--- src/sv/bmh_pkg.sv ---
`timescale 1ns / 1ps
`default_nettype none

package bmh_pkg;

  // Heap geometry
  localparam int DEPTH     = 64;
  localparam int ADDR_W    = $clog2(DEPTH);
  localparam int CNT_W     = $clog2(DEPTH + 1);
  localparam int KEY_W     = 32;
  localparam int OUT_CNT_W = 7;

  // Command codes
  localparam logic CMD_INSERT = 1'b0;
  localparam logic CMD_DELETE = 1'b1;

  typedef enum logic [1:0] {
    STAT_OK    = 2'd0,
    STAT_FULL  = 2'd1,
    STAT_EMPTY = 2'd2
  } status_t;

  // Read address selection
  typedef enum logic [2:0] {
    RD_NONE,
    RD_ROOT,
    RD_LAST,
    RD_PARENT,
    RD_LEFT,
    RD_RIGHT
  } rd_sel_t;

  typedef enum logic [3:0] {
    ST_IDLE,
    ST_INS_CHK,
    ST_INS_CMP,
    ST_DEL_LAST,
    ST_DEL_LOAD,
    ST_DN_CHK,
    ST_DN_LEFT,
    ST_DN_CMP,
    ST_FINISH
  } state_t;

  // Controller to datapath commands
  typedef struct packed {
    logic    start_ins;  // load key, hole at end, count up
    logic    start_del;  // hole at root, count down
    logic    stat_we;
    status_t stat_val;
    rd_sel_t rd_sel;
    logic    cap_min;    // read data is the old root
    logic    cap_mkey;   // read data is the last entry
    logic    cap_left;   // read data is the left child
    logic    move_up;    // parent drops into hole, hole moves up
    logic    move_down;  // smaller child rises into hole, hole moves down
    logic    wr_final;   // moving key lands in hole
  } ctl_t;

  // Datapath status to controller
  typedef struct packed {
    logic full;
    logic empty;
    logic at_root;
    logic has_left;
    logic up_less;    // moving key below parent
    logic pick_less;  // smaller child below moving key
  } dp_stat_t;

endpackage

`default_nettype wire

--- src/sv/bmh_ram.sv ---
`timescale 1ns / 1ps
`default_nettype none

module bmh_ram #(
  parameter int WIDTH = 32,
  parameter int DEPTH = 64
) (
  input  wire logic                     clk,
  input  wire logic                     we,
  input  wire logic [$clog2(DEPTH)-1:0] waddr,
  input  wire logic [WIDTH-1:0]         wdata,
  input  wire logic [$clog2(DEPTH)-1:0] raddr,
  output logic      [WIDTH-1:0]         rdata
);

  logic [WIDTH-1:0] mem [DEPTH];

  // One write port, one registered read port
  always_ff @(posedge clk) begin
    if (we) begin
      mem[waddr] <= wdata;
    end
    rdata <= mem[raddr];
  end

endmodule

`default_nettype wire

--- src/sv/bmh_datapath.sv ---
`timescale 1ns / 1ps
`default_nettype none

module bmh_datapath (
  input  wire logic                              clk,
  input  wire logic                              rst,
  input  wire logic signed [bmh_pkg::KEY_W-1:0] key_in,
  input  wire bmh_pkg::ctl_t                     ctl,
  output bmh_pkg::dp_stat_t                      st,
  output logic signed [bmh_pkg::KEY_W-1:0]      min_out,
  output logic        [1:0]                      status,
  output logic        [bmh_pkg::OUT_CNT_W-1:0]   count_out
);

  logic        [bmh_pkg::CNT_W-1:0]  count;
  logic        [bmh_pkg::ADDR_W-1:0] pos;
  logic signed [bmh_pkg::KEY_W-1:0]  mkey;
  logic signed [bmh_pkg::KEY_W-1:0]  lkey;
  logic signed [bmh_pkg::KEY_W-1:0]  minv;
  bmh_pkg::status_t                  stat;

  logic        [bmh_pkg::ADDR_W-1:0] parent;
  logic        [bmh_pkg::ADDR_W:0]   left_w;
  logic        [bmh_pkg::ADDR_W:0]   right_w;
  logic        [bmh_pkg::ADDR_W-1:0] left_idx;
  logic        [bmh_pkg::ADDR_W-1:0] right_idx;
  logic                              has_right;
  logic                              take_right;
  logic signed [bmh_pkg::KEY_W-1:0]  pick_key;
  logic        [bmh_pkg::ADDR_W-1:0] pick_idx;

  logic        [bmh_pkg::ADDR_W-1:0] raddr;
  logic        [bmh_pkg::ADDR_W-1:0] waddr;
  logic        [bmh_pkg::KEY_W-1:0]  wdata;
  logic                              we;
  logic        [bmh_pkg::KEY_W-1:0]  rdata_u;
  logic signed [bmh_pkg::KEY_W-1:0]  rdata;

  // Tree neighbors of the hole
  assign parent    = (pos - bmh_pkg::ADDR_W'(1)) >> 1;
  assign left_w    = {pos, 1'b1};
  assign right_w   = left_w + (bmh_pkg::ADDR_W + 1)'(1);
  assign left_idx  = left_w[bmh_pkg::ADDR_W-1:0];
  assign right_idx = right_w[bmh_pkg::ADDR_W-1:0];
  assign has_right = ((bmh_pkg::CNT_W + 1)'(right_w) < (bmh_pkg::CNT_W + 1)'(count));

  // Smaller child; ties go right
  assign rdata      = $signed(rdata_u);
  assign take_right = has_right && !(lkey < rdata);
  assign pick_key   = take_right ? rdata : lkey;
  assign pick_idx   = take_right ? right_idx : left_idx;

  assign st.full      = (count == bmh_pkg::CNT_W'(bmh_pkg::DEPTH));
  assign st.empty     = (count == '0);
  assign st.at_root   = (pos == '0);
  assign st.has_left  = ((bmh_pkg::CNT_W + 1)'(left_w) < (bmh_pkg::CNT_W + 1)'(count));
  assign st.up_less   = (mkey < rdata);
  assign st.pick_less = (pick_key < mkey);

  // Read address
  always_comb begin
    case (ctl.rd_sel)
      bmh_pkg::RD_ROOT:   raddr = '0;
      bmh_pkg::RD_LAST:   raddr = count[bmh_pkg::ADDR_W-1:0];
      bmh_pkg::RD_PARENT: raddr = parent;
      bmh_pkg::RD_LEFT:   raddr = left_idx;
      bmh_pkg::RD_RIGHT:  raddr = right_idx;
      default:            raddr = '0;
    endcase
  end

  // Write into the hole
  always_comb begin
    we    = ctl.move_up | ctl.move_down | ctl.wr_final;
    waddr = pos;
    if (ctl.move_up) begin
      wdata = rdata_u;
    end else if (ctl.move_down) begin
      wdata = pick_key;
    end else begin
      wdata = mkey;
    end
  end

  bmh_ram #(
    .WIDTH (bmh_pkg::KEY_W),
    .DEPTH (bmh_pkg::DEPTH)
  ) u_ram (
    .clk   (clk),
    .we    (we),
    .waddr (waddr),
    .wdata (wdata),
    .raddr (raddr),
    .rdata (rdata_u)
  );

  // Count register
  always_ff @(posedge clk) begin
    if (rst) begin
      count <= '0;
    end else if (ctl.start_ins) begin
      count <= count + bmh_pkg::CNT_W'(1);
    end else if (ctl.start_del) begin
      count <= count - bmh_pkg::CNT_W'(1);
    end
  end

  // Hole position, keys and result fields
  always_ff @(posedge clk) begin
    if (ctl.start_ins) begin
      pos  <= count[bmh_pkg::ADDR_W-1:0];
      mkey <= key_in;
    end else if (ctl.start_del) begin
      pos <= '0;
    end else if (ctl.move_up) begin
      pos <= parent;
    end else if (ctl.move_down) begin
      pos <= pick_idx;
    end
    if (ctl.cap_mkey) begin
      mkey <= rdata;
    end
    if (ctl.cap_left) begin
      lkey <= rdata;
    end
    if (ctl.stat_we) begin
      stat <= ctl.stat_val;
      minv <= '0;
    end
    if (ctl.cap_min) begin
      minv <= rdata;
    end
  end

  assign min_out   = minv;
  assign status    = stat;
  assign count_out = bmh_pkg::OUT_CNT_W'(count);

endmodule

`default_nettype wire

--- src/sv/bmh_ctrl.sv ---
`timescale 1ns / 1ps
`default_nettype none

module bmh_ctrl (
  input  wire logic              clk,
  input  wire logic              rst,
  input  wire logic              start,
  input  wire logic              cmd,
  input  wire bmh_pkg::dp_stat_t st,
  output bmh_pkg::ctl_t          ctl,
  output logic                   busy,
  output logic                   done
);

  bmh_pkg::state_t state;
  bmh_pkg::state_t state_next;

  always_ff @(posedge clk) begin
    if (rst) begin
      state <= bmh_pkg::ST_IDLE;
    end else begin
      state <= state_next;
    end
  end

  // Next state and datapath commands
  always_comb begin
    state_next   = state;
    ctl          = '0;
    ctl.stat_val = bmh_pkg::STAT_OK;
    ctl.rd_sel   = bmh_pkg::RD_NONE;
    case (state)
      bmh_pkg::ST_IDLE: begin
        if (start) begin
          ctl.stat_we = 1'b1;
          if (cmd == bmh_pkg::CMD_INSERT) begin
            if (st.full) begin
              ctl.stat_val = bmh_pkg::STAT_FULL;
              state_next   = bmh_pkg::ST_FINISH;
            end else begin
              ctl.start_ins = 1'b1;
              state_next    = bmh_pkg::ST_INS_CHK;
            end
          end else begin
            if (st.empty) begin
              ctl.stat_val = bmh_pkg::STAT_EMPTY;
              state_next   = bmh_pkg::ST_FINISH;
            end else begin
              ctl.start_del = 1'b1;
              ctl.rd_sel    = bmh_pkg::RD_ROOT;
              state_next    = bmh_pkg::ST_DEL_LAST;
            end
          end
        end
      end
      // sift up: one read, one compare per level
      bmh_pkg::ST_INS_CHK: begin
        if (st.at_root) begin
          ctl.wr_final = 1'b1;
          state_next   = bmh_pkg::ST_FINISH;
        end else begin
          ctl.rd_sel = bmh_pkg::RD_PARENT;
          state_next = bmh_pkg::ST_INS_CMP;
        end
      end
      bmh_pkg::ST_INS_CMP: begin
        if (st.up_less) begin
          ctl.move_up = 1'b1;
          state_next  = bmh_pkg::ST_INS_CHK;
        end else begin
          ctl.wr_final = 1'b1;
          state_next   = bmh_pkg::ST_FINISH;
        end
      end
      // delete: take root, fetch last entry as the sinking key
      bmh_pkg::ST_DEL_LAST: begin
        ctl.cap_min = 1'b1;
        ctl.rd_sel  = bmh_pkg::RD_LAST;
        state_next  = bmh_pkg::ST_DEL_LOAD;
      end
      bmh_pkg::ST_DEL_LOAD: begin
        ctl.cap_mkey = 1'b1;
        state_next   = bmh_pkg::ST_DN_CHK;
      end
      // sift down: read left, read right, compare
      bmh_pkg::ST_DN_CHK: begin
        if (st.has_left) begin
          ctl.rd_sel = bmh_pkg::RD_LEFT;
          state_next = bmh_pkg::ST_DN_LEFT;
        end else begin
          ctl.wr_final = 1'b1;
          state_next   = bmh_pkg::ST_FINISH;
        end
      end
      bmh_pkg::ST_DN_LEFT: begin
        ctl.cap_left = 1'b1;
        ctl.rd_sel   = bmh_pkg::RD_RIGHT;
        state_next   = bmh_pkg::ST_DN_CMP;
      end
      bmh_pkg::ST_DN_CMP: begin
        if (st.pick_less) begin
          ctl.move_down = 1'b1;
          state_next    = bmh_pkg::ST_DN_CHK;
        end else begin
          ctl.wr_final = 1'b1;
          state_next   = bmh_pkg::ST_FINISH;
        end
      end
      bmh_pkg::ST_FINISH: begin
        state_next = bmh_pkg::ST_IDLE;
      end
      default: begin
        state_next = bmh_pkg::ST_IDLE;
      end
    endcase
  end

  assign busy = (state != bmh_pkg::ST_IDLE);
  assign done = (state == bmh_pkg::ST_FINISH);

endmodule

`default_nettype wire

--- src/sv/binary_min_heap.sv ---
// Binary min-heap of signed 32-bit keys, insert or delete-min per transfer.
// Insert sifts up, one parent read and compare per level climbed; delete-min reads the root,
// then the last entry, and sifts it down, reading left and right child per level (up to 5
// levels); an insert when full or a delete when empty is dropped with a status code.
// One command in flight: a new start is taken in the cycle after done.
// Result valid only while done is high; the receiver cannot stall.
// Synchronous reset empties the heap; RAM contents are not cleared.
`timescale 1ns / 1ps
`default_nettype none

module binary_min_heap (
  input  wire logic                              clk,
  input  wire logic                              rst,
  input  wire logic                              start,
  input  wire logic                              cmd,
  input  wire logic signed [bmh_pkg::KEY_W-1:0] key_in,
  output logic                                   busy,
  output logic                                   done,
  output logic signed [bmh_pkg::KEY_W-1:0]      min_out,
  output logic        [1:0]                      status,
  output logic        [bmh_pkg::OUT_CNT_W-1:0]   count_out
);

  bmh_pkg::ctl_t     ctl;
  bmh_pkg::dp_stat_t st;

  bmh_ctrl u_ctrl (
    .clk   (clk),
    .rst   (rst),
    .start (start),
    .cmd   (cmd),
    .st    (st),
    .ctl   (ctl),
    .busy  (busy),
    .done  (done)
  );

  bmh_datapath u_dp (
    .clk       (clk),
    .rst       (rst),
    .key_in    (key_in),
    .ctl       (ctl),
    .st        (st),
    .min_out   (min_out),
    .status    (status),
    .count_out (count_out)
  );

endmodule

`default_nettype wire
--- config.mk ---
export PLATFORM = sky130hd
export DESIGN_NAME = binary_min_heap
export DESIGN_NICKNAME = d
export VERILOG_FILES = /design/src/sv/bmh_pkg.sv /design/src/sv/bmh_ram.sv /design/src/sv/bmh_datapath.sv /design/src/sv/bmh_ctrl.sv /design/src/sv/binary_min_heap.sv
export SDC_FILE = /design/constraint.sdc
export NUM_CORES = 2
export LEC_CHECK = 0
export BUFFER_PORTS_ARGS = -buffer_cell sky130_fd_sc_hd__buf_2
export CAP_MARGIN = 0
export CORE_MARGIN = 3
export CORE_UTILIZATION = 41
export DETAILED_ROUTE_END_ITERATION = 7
export PLACE_DENSITY_LB_ADDON = 0.15
export SETUP_SLACK_MARGIN = 0.5
export SYNTH_ARGS = -nofsm -noshare
export SYNTH_HDL_FRONTEND = slang
export SYNTH_SLANG_ARGS = --single-unit
export TNS_END_PERCENT = 30
--- constraint.sdc ---
create_clock -name clk -period 8.4 [get_ports clk]
set_input_delay 0.84 -clock clk [delete_from_list [all_inputs] [get_ports clk]]
set_output_delay 0.84 -clock clk [all_outputs]
set_load 0.05 [all_outputs]
=== Word level (Yosys, flattened, before mapping) ===
Memory sizes are Yosys's and may differ from the RTL's. A register that Yosys moved wholly into a read port is not among the register bits.
Index checks and enable logic that the tools add are counted.
W data, S select, Z words.

* Input port bits: 36
* Memories: 1
* Output and inout bits: 43
* Register bits after elaboration: 115
* Word-level logic and storage cells: 96
* RAM bits: 2048

* Equality and inequality tests: 14
* $add $sub $neg: 4
* Mux-type cells: 52
* Magnitude comparators: 5
* Bitwise logic cells: 2
* Reduce and logical (&&, ||, !) cells: 11

{| class="wikitable"
|+ Memory list
! name !! depth !! bits a word !! rd ports !! clocked after Yosys merged registers in !! wr ports !! line !! RTL
|-
| u_dp.u_ram.mem || 64 || 32 || 1 || 1 || 1 || bmh_ram.sv:16 || <nowiki>logic [WIDTH-1:0] mem [DEPTH];</nowiki>
|}

{| class="wikitable"
|+ Operator list
! kind !! number
|-
| $mux W32 || 7
|-
| $lt A32 B32 Y1 || 3
|-
| $mux W4 || 8
|-
| $pmux W4 S8 || 1
|-
| $mux W6 || 5
|-
| $pmux W6 S4 || 1
|-
| $mux W1 || 19
|-
| $eq A4 B3 Y1 const B || 4
|-
| $pmux W3 S5 || 1
|-
| $add A7 B1 Y7 const B || 2
|-
| $lt A7 B7 Y1 || 2
|-
| $mux W7 || 2
|-
| $eq A4 B2 Y1 const B || 2
|-
| $mux W8 || 1
|-
| $reduce_bool A4 Y1 || 2
|-
| $eq A7 B7 Y1 const B || 1
|-
| $logic_not A7 Y1 || 1
|-
| $sub A7 B1 Y7 const B || 1
|-
| $eq A3 B2 Y1 const B || 2
|-
| $eq A3 B3 Y1 const B || 2
|-
| $logic_not A6 Y1 || 1
|-
| $mux W2 || 3
|-
| $mux W3 || 2
|-
| $reduce_bool A2 Y1 || 3
|-
| 11 further kinds || 12
|}

=== Depth between registers and ports, before layout ===
* Depth after elaboration: 11
* Gate-level depth with buffers: 24
* Mapped depth without buffers: 19

=== Modules after synthesis ===
Synthesis repeated with hierarchy kept, for this count alone.

* Cells, all modules: 4172
* Area, all modules: 87373.8 um^2

{| class="wikitable"
|+ By module, submodules not included
! module !! sequential area each (um^2) !! cells each !! area an instance (um^2) !! times used
|-
| bmh_ram || 62139.6 || 3324 || 78515.3 || 1
|-
| bmh_datapath || 3263.1 || 792 || 8444.3 || 1
|-
| bmh_ctrl || 80.1 || 56 || 414.1 || 1
|}

=== Worst setup path before layout ===
OpenSTA, ideal clock, no wires.

* Path type: flip-flop to flip-flop
* Start point: register u_dp.u_ram.rdata[31], read port of u_dp.u_ram.mem
* End point: memory u_dp.u_ram.mem[0][10] (data pin)
* Arrival time: 7.568 ns
* Setup slack: 0.113 ns
* Period minus slack after synthesis: 8.287 ns
* Stages on the path, launching flop included: 24
* Data required time: 7.681 ns
* Library setup time: 0.719 ns
* Buffers on the path: 4
* Cell sequence: dfxtp_1 inv_1 ha_1 clkbuf_1 nand4_1 nor4_1 a221o_1 or2_1 o21a_1 o21ai_1 buf_1 mux2_2 ha_1 and3_1 nor4b_1 a31oi_1 o211ai_1 a211oi_1 nand4b_1 o21ai_0 clkbuf_1 clkbuf_1 a21oi_1 o31ai_1

* Longest elaborated chain between the ends: 9
* Elaborated cells on any way between the ends: 12
* Classes of those cells: order compare: 3; mux: 7; reduce/logical: 2

{| class="wikitable"
|+ RTL lines
! item !! line !! RTL
|-
| start: declaration || bmh_ram.sv:13 || <nowiki>output logic [WIDTH-1:0] rdata</nowiki>
|-
| $lt A32 B32 Y1 || bmh_datapath.sv:49 || <nowiki>assign take_right = has_right && !(lkey < rdata);</nowiki>
|-
| $logic_not A1 Y1 || bmh_datapath.sv:49 ||
|-
| $logic_and A1 B1 Y1 || bmh_datapath.sv:49 ||
|-
| $mux W32 || bmh_datapath.sv:50 || <nowiki>assign pick_key = take_right ? rdata : lkey;</nowiki>
|-
| $lt A32 B32 Y1 || bmh_datapath.sv:58 || <nowiki>assign st.pick_less = (pick_key < mkey);</nowiki>
|-
| $mux W1 || bmh_ctrl.sv:101 || <nowiki>if (st.pick_less) begin</nowiki>
|-
| $mux W1 || bmh_ctrl.sv:32 || <nowiki>case (state)</nowiki>
|-
| $mux W32 || bmh_datapath.sv:78 || <nowiki>end else if (ctl.move_down) begin</nowiki>
|-
| $mux W32 (*) || bmh_datapath.sv:76 || <nowiki>if (ctl.move_up) begin</nowiki>
|-
| via u_dp.u_ram.wdata[10] || bmh_ram.sv:11 || <nowiki>input wire logic [WIDTH-1:0] wdata,</nowiki>
|-
| end: declaration || bmh_ram.sv:16 ||
|}

The timed path passes the listed nets; every way through them passes the cells marked *.

=== Worst setup path after layout ===
* Start point: register u_dp.u_ram.rdata[31], read port of u_dp.u_ram.mem
* End point: memory u_dp.u_ram.mem[22][13] (data pin)

The elaborated chain is that of the path after synthesis.

==> flow_metrics.env <==
export IMPL_grt_pass1_wl_mm=401.2
export IMPL_ctsLongestPathBuffers=3
export IMPL_synthTopCellsByCount="edfxtp_1 (2152), nand2_1 (990), nand3_1 (338)"
export IMPL_final_hold_viol_count=0
export IMPL_maxSlewHeadroom_pct=19.13
export IMPL_ys_async_sr_fraction_pct=0
export IMPL_violations="design-rule violations"
export IMPL_critPathMostFrequentCell="buf_4"
export IMPL_nNetsFinal=5774
export IMPL_drt_iter0_drc=6629
export IMPL_portBuffers=78
export IMPL_cts_buffers=224
export IMPL_hold_class="primary input to flip-flop"
export IMPL_cts_tree="built"
export IMPL_crit_required_ns=9.09
export IMPL_clkSlewWorstSetupHoldPaths_ns=0.06
export IMPL_drv_slew=0
export IMPL_startpoint="u_dp.u_ram.rdata[31]"
export IMPL_ys_warnings_count=0
export IMPL_setup_viol=0
export IMPL_avgSynthCellArea_um2=16.07
export IMPL_syn_nets=5607
export IMPL_period_share_pct=89.59
export IMPL_gp_congestion=0.8496
export IMPL_whs_endpoint="u_dp.count_out[4]"
export IMPL_critPathMaxFanout=32
export IMPL_die_h_um=468.5
export IMPL_fin_tns_setup_ns=0
export IMPL_rows=169
export IMPL_wirelength_mm=288.9
export IMPL_antenna_found_initial=16
export IMPL_final_area_um2=100300
export IMPL_cp_top_family="compound AO/OA/AOI/OAI gates"
export IMPL_endpoint_kind="flip-flop"
export IMPL_synth_edff_count=2152
export IMPL_core_area_um2=212300
export IMPL_clk_insertion_delay_late_ns=0.88
export IMPL_drc_errors=1
export IMPL_worst_pin_slew_ns=1.213
export IMPL_netlist_area_um2=87690
export IMPL_netlist_area_leader_share_pct=73.70
export IMPL_netlist_top_cells_area="edfxtp_1 (74%), mux4_2 (6.6%), nand2_1 (4.2%)"
export IMPL_fin_util_pct=47.25
export IMPL_cts_sinks=2195
export IMPL_htreeDepth=4
export IMPL_yosysUniqueCellTypes=71
export IMPL_synth_largest_area_cell="edfxtp_1"
export IMPL_p_per_area_nw_per_um2=337.0
export IMPL_place_area_um2=93220
export IMPL_ys_seq_area_share_pct=74.68
export IMPL_regArea_um2=65480
export IMPL_r2r_end="u_dp.u_ram.mem[22][13]"
export IMPL_outcome="finished, violations left"
export IMPL_die_x_um=468.5
export IMPL_layout_drive_gt1_share_pct=17.37
export IMPL_cpPeakStageDelay_ns=0.71
export IMPL_grt_busiest_layer="met2"
export IMPL_hold_start="rst"
export IMPL_gr_total_overflow=0
export IMPL_ys_flop_type="edfxtp_1"
export IMPL_gr_usage_met2_pct=40.54
export IMPL_worst_ep_arrival_time_ns=8.22
export IMPL_grt_pass1_vias=50051
export IMPL_firstDrtPassIters=8
export IMPL_rsz0062_at_grt="yes"
export IMPL_gr_usage_all_layers_pct=26.12
export IMPL_ir_worst_vdd_uv=242.8
export IMPL_grt_util_met3_pct=4.577
export IMPL_worstReg2RegStart="u_dp.u_ram.rdata[31]"
export IMPL_ys_seq_elements=2195
export IMPL_cap_violations=0
export IMPL_r2r_slack_ns=0.87
export IMPL_multi_input_area_um2=21560
export IMPL_areaGrowthSynthToFinish_pct=14.41
export IMPL_rr_worst_depth=23
export IMPL_nFillCells=18189
export IMPL_drtAntennaViolNets=0
export IMPL_final_cells=8646
export IMPL_dpl_hpwl_mm=152.8
export IMPL_ios=79
export IMPL_yosysMostFrequentCell="edfxtp_1"
export IMPL_synthCells=5457
export IMPL_layout_min_cycle_time_ns=7.525
export IMPL_dr_total_vias=52330
export IMPL_startpoint_type="flip-flop"
export IMPL_ctsHoldBuffers=0
export IMPL_root_buffer="clkbuf_16"
export IMPL_p_leak_nw=33.08
export IMPL_skew_ns=0.04407
export IMPL_avgRoutedWirePerCell_um=33.41
export IMPL_worst_path_buf_inv=5
export IMPL_dp_cells=8216
export IMPL_path_class="flip-flop to flip-flop"
export IMPL_fmax_mhz=132.9
export IMPL_dieArea_um2=219500
export IMPL_min_path_cells=2
export IMPL_initial_utilization_pct=41.30
export IMPL_routed_via_density=6.053
export IMPL_use_met1_pct=37.50
export IMPL_critical_path_cell_chain="inv_1 > ha_1 > nand4_1 > nor4_1 > nand2_1 > a31oi_1 > nor3_1 > o21ai_4 > buf_4 > buf_4 > mux2_2 > ha_1 > nand3_1 > nor3_1 > and2_1 > nand4_1 > a2111o_1 > a21oi_1 > o21ai_4 > buf_4 > and3b_1 > o31ai_4 > buf_12"
export IMPL_critPathSlowestCell="o31ai_4"
export IMPL_grt_max_degree=137
[metrics by stage]
step                setup slack (ns)  hold slack [ns]  power (mW)
global placement              0.8726           0.4841       24.18
floorplan                     0.1128           0.4642       19.94
detailed placement            0.8491           0.4972       24.23
CTS                           0.7884           0.1744       33.85
global route                  0.4751           0.2190       35.06
finish                        0.8745           0.2446       33.80
[worst max path at each step]
| stage | end | slack, ns | cells past startpoint |
|---|---|---|---|
| 2_1_floorplan | u_dp.u_ram.mem[0][22] | 0.11 | 23 |
| 6_report | u_dp.u_ram.mem[22][13] | 0.87 | 23 |
| 3_3_place_gp | u_dp.u_ram.mem[24][13] | 0.87 | 23 |
| 5_1_grt | u_dp.u_ram.mem[25][13] | 0.48 | 23 |
| 3_5_place_dp | u_dp.u_ram.mem[50][16] | 0.85 | 23 |
| 4_1_cts | u_dp.u_ram.mem[50][16] | 0.79 | 23 |
[timing repair]
item | 4_1_cts | 5_1_grt
setup buffers | 0 | 2
resized for setup | 0 | 1
endpoints found under the setup margin | 0 | 643
[cell usage in the layout, fill, tap and decap left out, drive strengths merged, types with 13 or more instances in the layout]
cell type	n
nor2	140
edfxtp	2152
a21oi	202
a32oi	64
buf	265
o31ai	33
a22oi	132
nand3	338
mux2i	67
o21ai	29
or4	33
mux4	256
nand4	78
a31oi	137
ha	113
o21a	15
bufinv	15
a21o	13
nor3	14
mux2	64
inv	89
clkinv	103
clkbuf	284
dfxtp	43
nand2	990
and3b	32
[worst reg2reg max path: cells and delay by family (launching register included)]
| family | cells | cell delay, ns |
|---|---|---|
| multiplexers | 1 | 0.39 |
| flip-flops | 1 | 0.39 |
| AO/OA/AOI/OAI | 6 | 2.54 |
| adder cells (fa/ha/maj) | 2 | 0.74 |
| AND/OR/NAND/NOR | 9 | 2.07 |
| buffers and inverters | 5 | 1.19 |
[sequential cells by signal, summed over array words and instances (netlist names), 4 cells and up]
name and flops:
u_ctrl.state 4, u_dp.count_out 7, u_dp.lkey 32, u_dp.min_out 32, u_dp.mkey 32, u_dp.pos 6
u_dp.u_ram.mem 2048, u_dp.u_ram.rdata 32
[layout make-up]
| class | instances | area share [%] |
|---|---|---|
| antenna | 11 | 0.02744 |
| clock buffer | 284 | 5.863 |
| clock inverter | 132 | 1.154 |
| inverter | 78 | 0.2918 |
| multi-input combinational | 2860 | 21.49 |
| sequential | 2195 | 65.27 |
| tap | 2821 | 3.518 |
| timing repair buffer | 265 | 2.378 |
[logic make-up after synthesis]
group | share of synthesized area [%]
AND/OR/NAND/NOR | 8.416
buffers and inverters | 1.949
multiplexers | 8.162
adder cells (fa/ha/maj) | 1.635
AO/OA/AOI/OAI | 5.010
XOR/XNOR | 0.1498
flip-flops | 74.68
[where the power goes]
part	internal, mW	switching [mW]	leakage, nW
registers	13.4	0.288	19.8
clock network	5.41	4.25	3.43
logic	3.15	7.27	9.89
total	22.0	11.8	33.1
[per-layer routing]
layer  up-vias  share of wire [%]
met5         -             0.0045
met4         2                3.4
met3       465                9.0
met2      2715                 46
met1     27522                 42
li1      21626                  -
(Power assumes the default switching activity.)
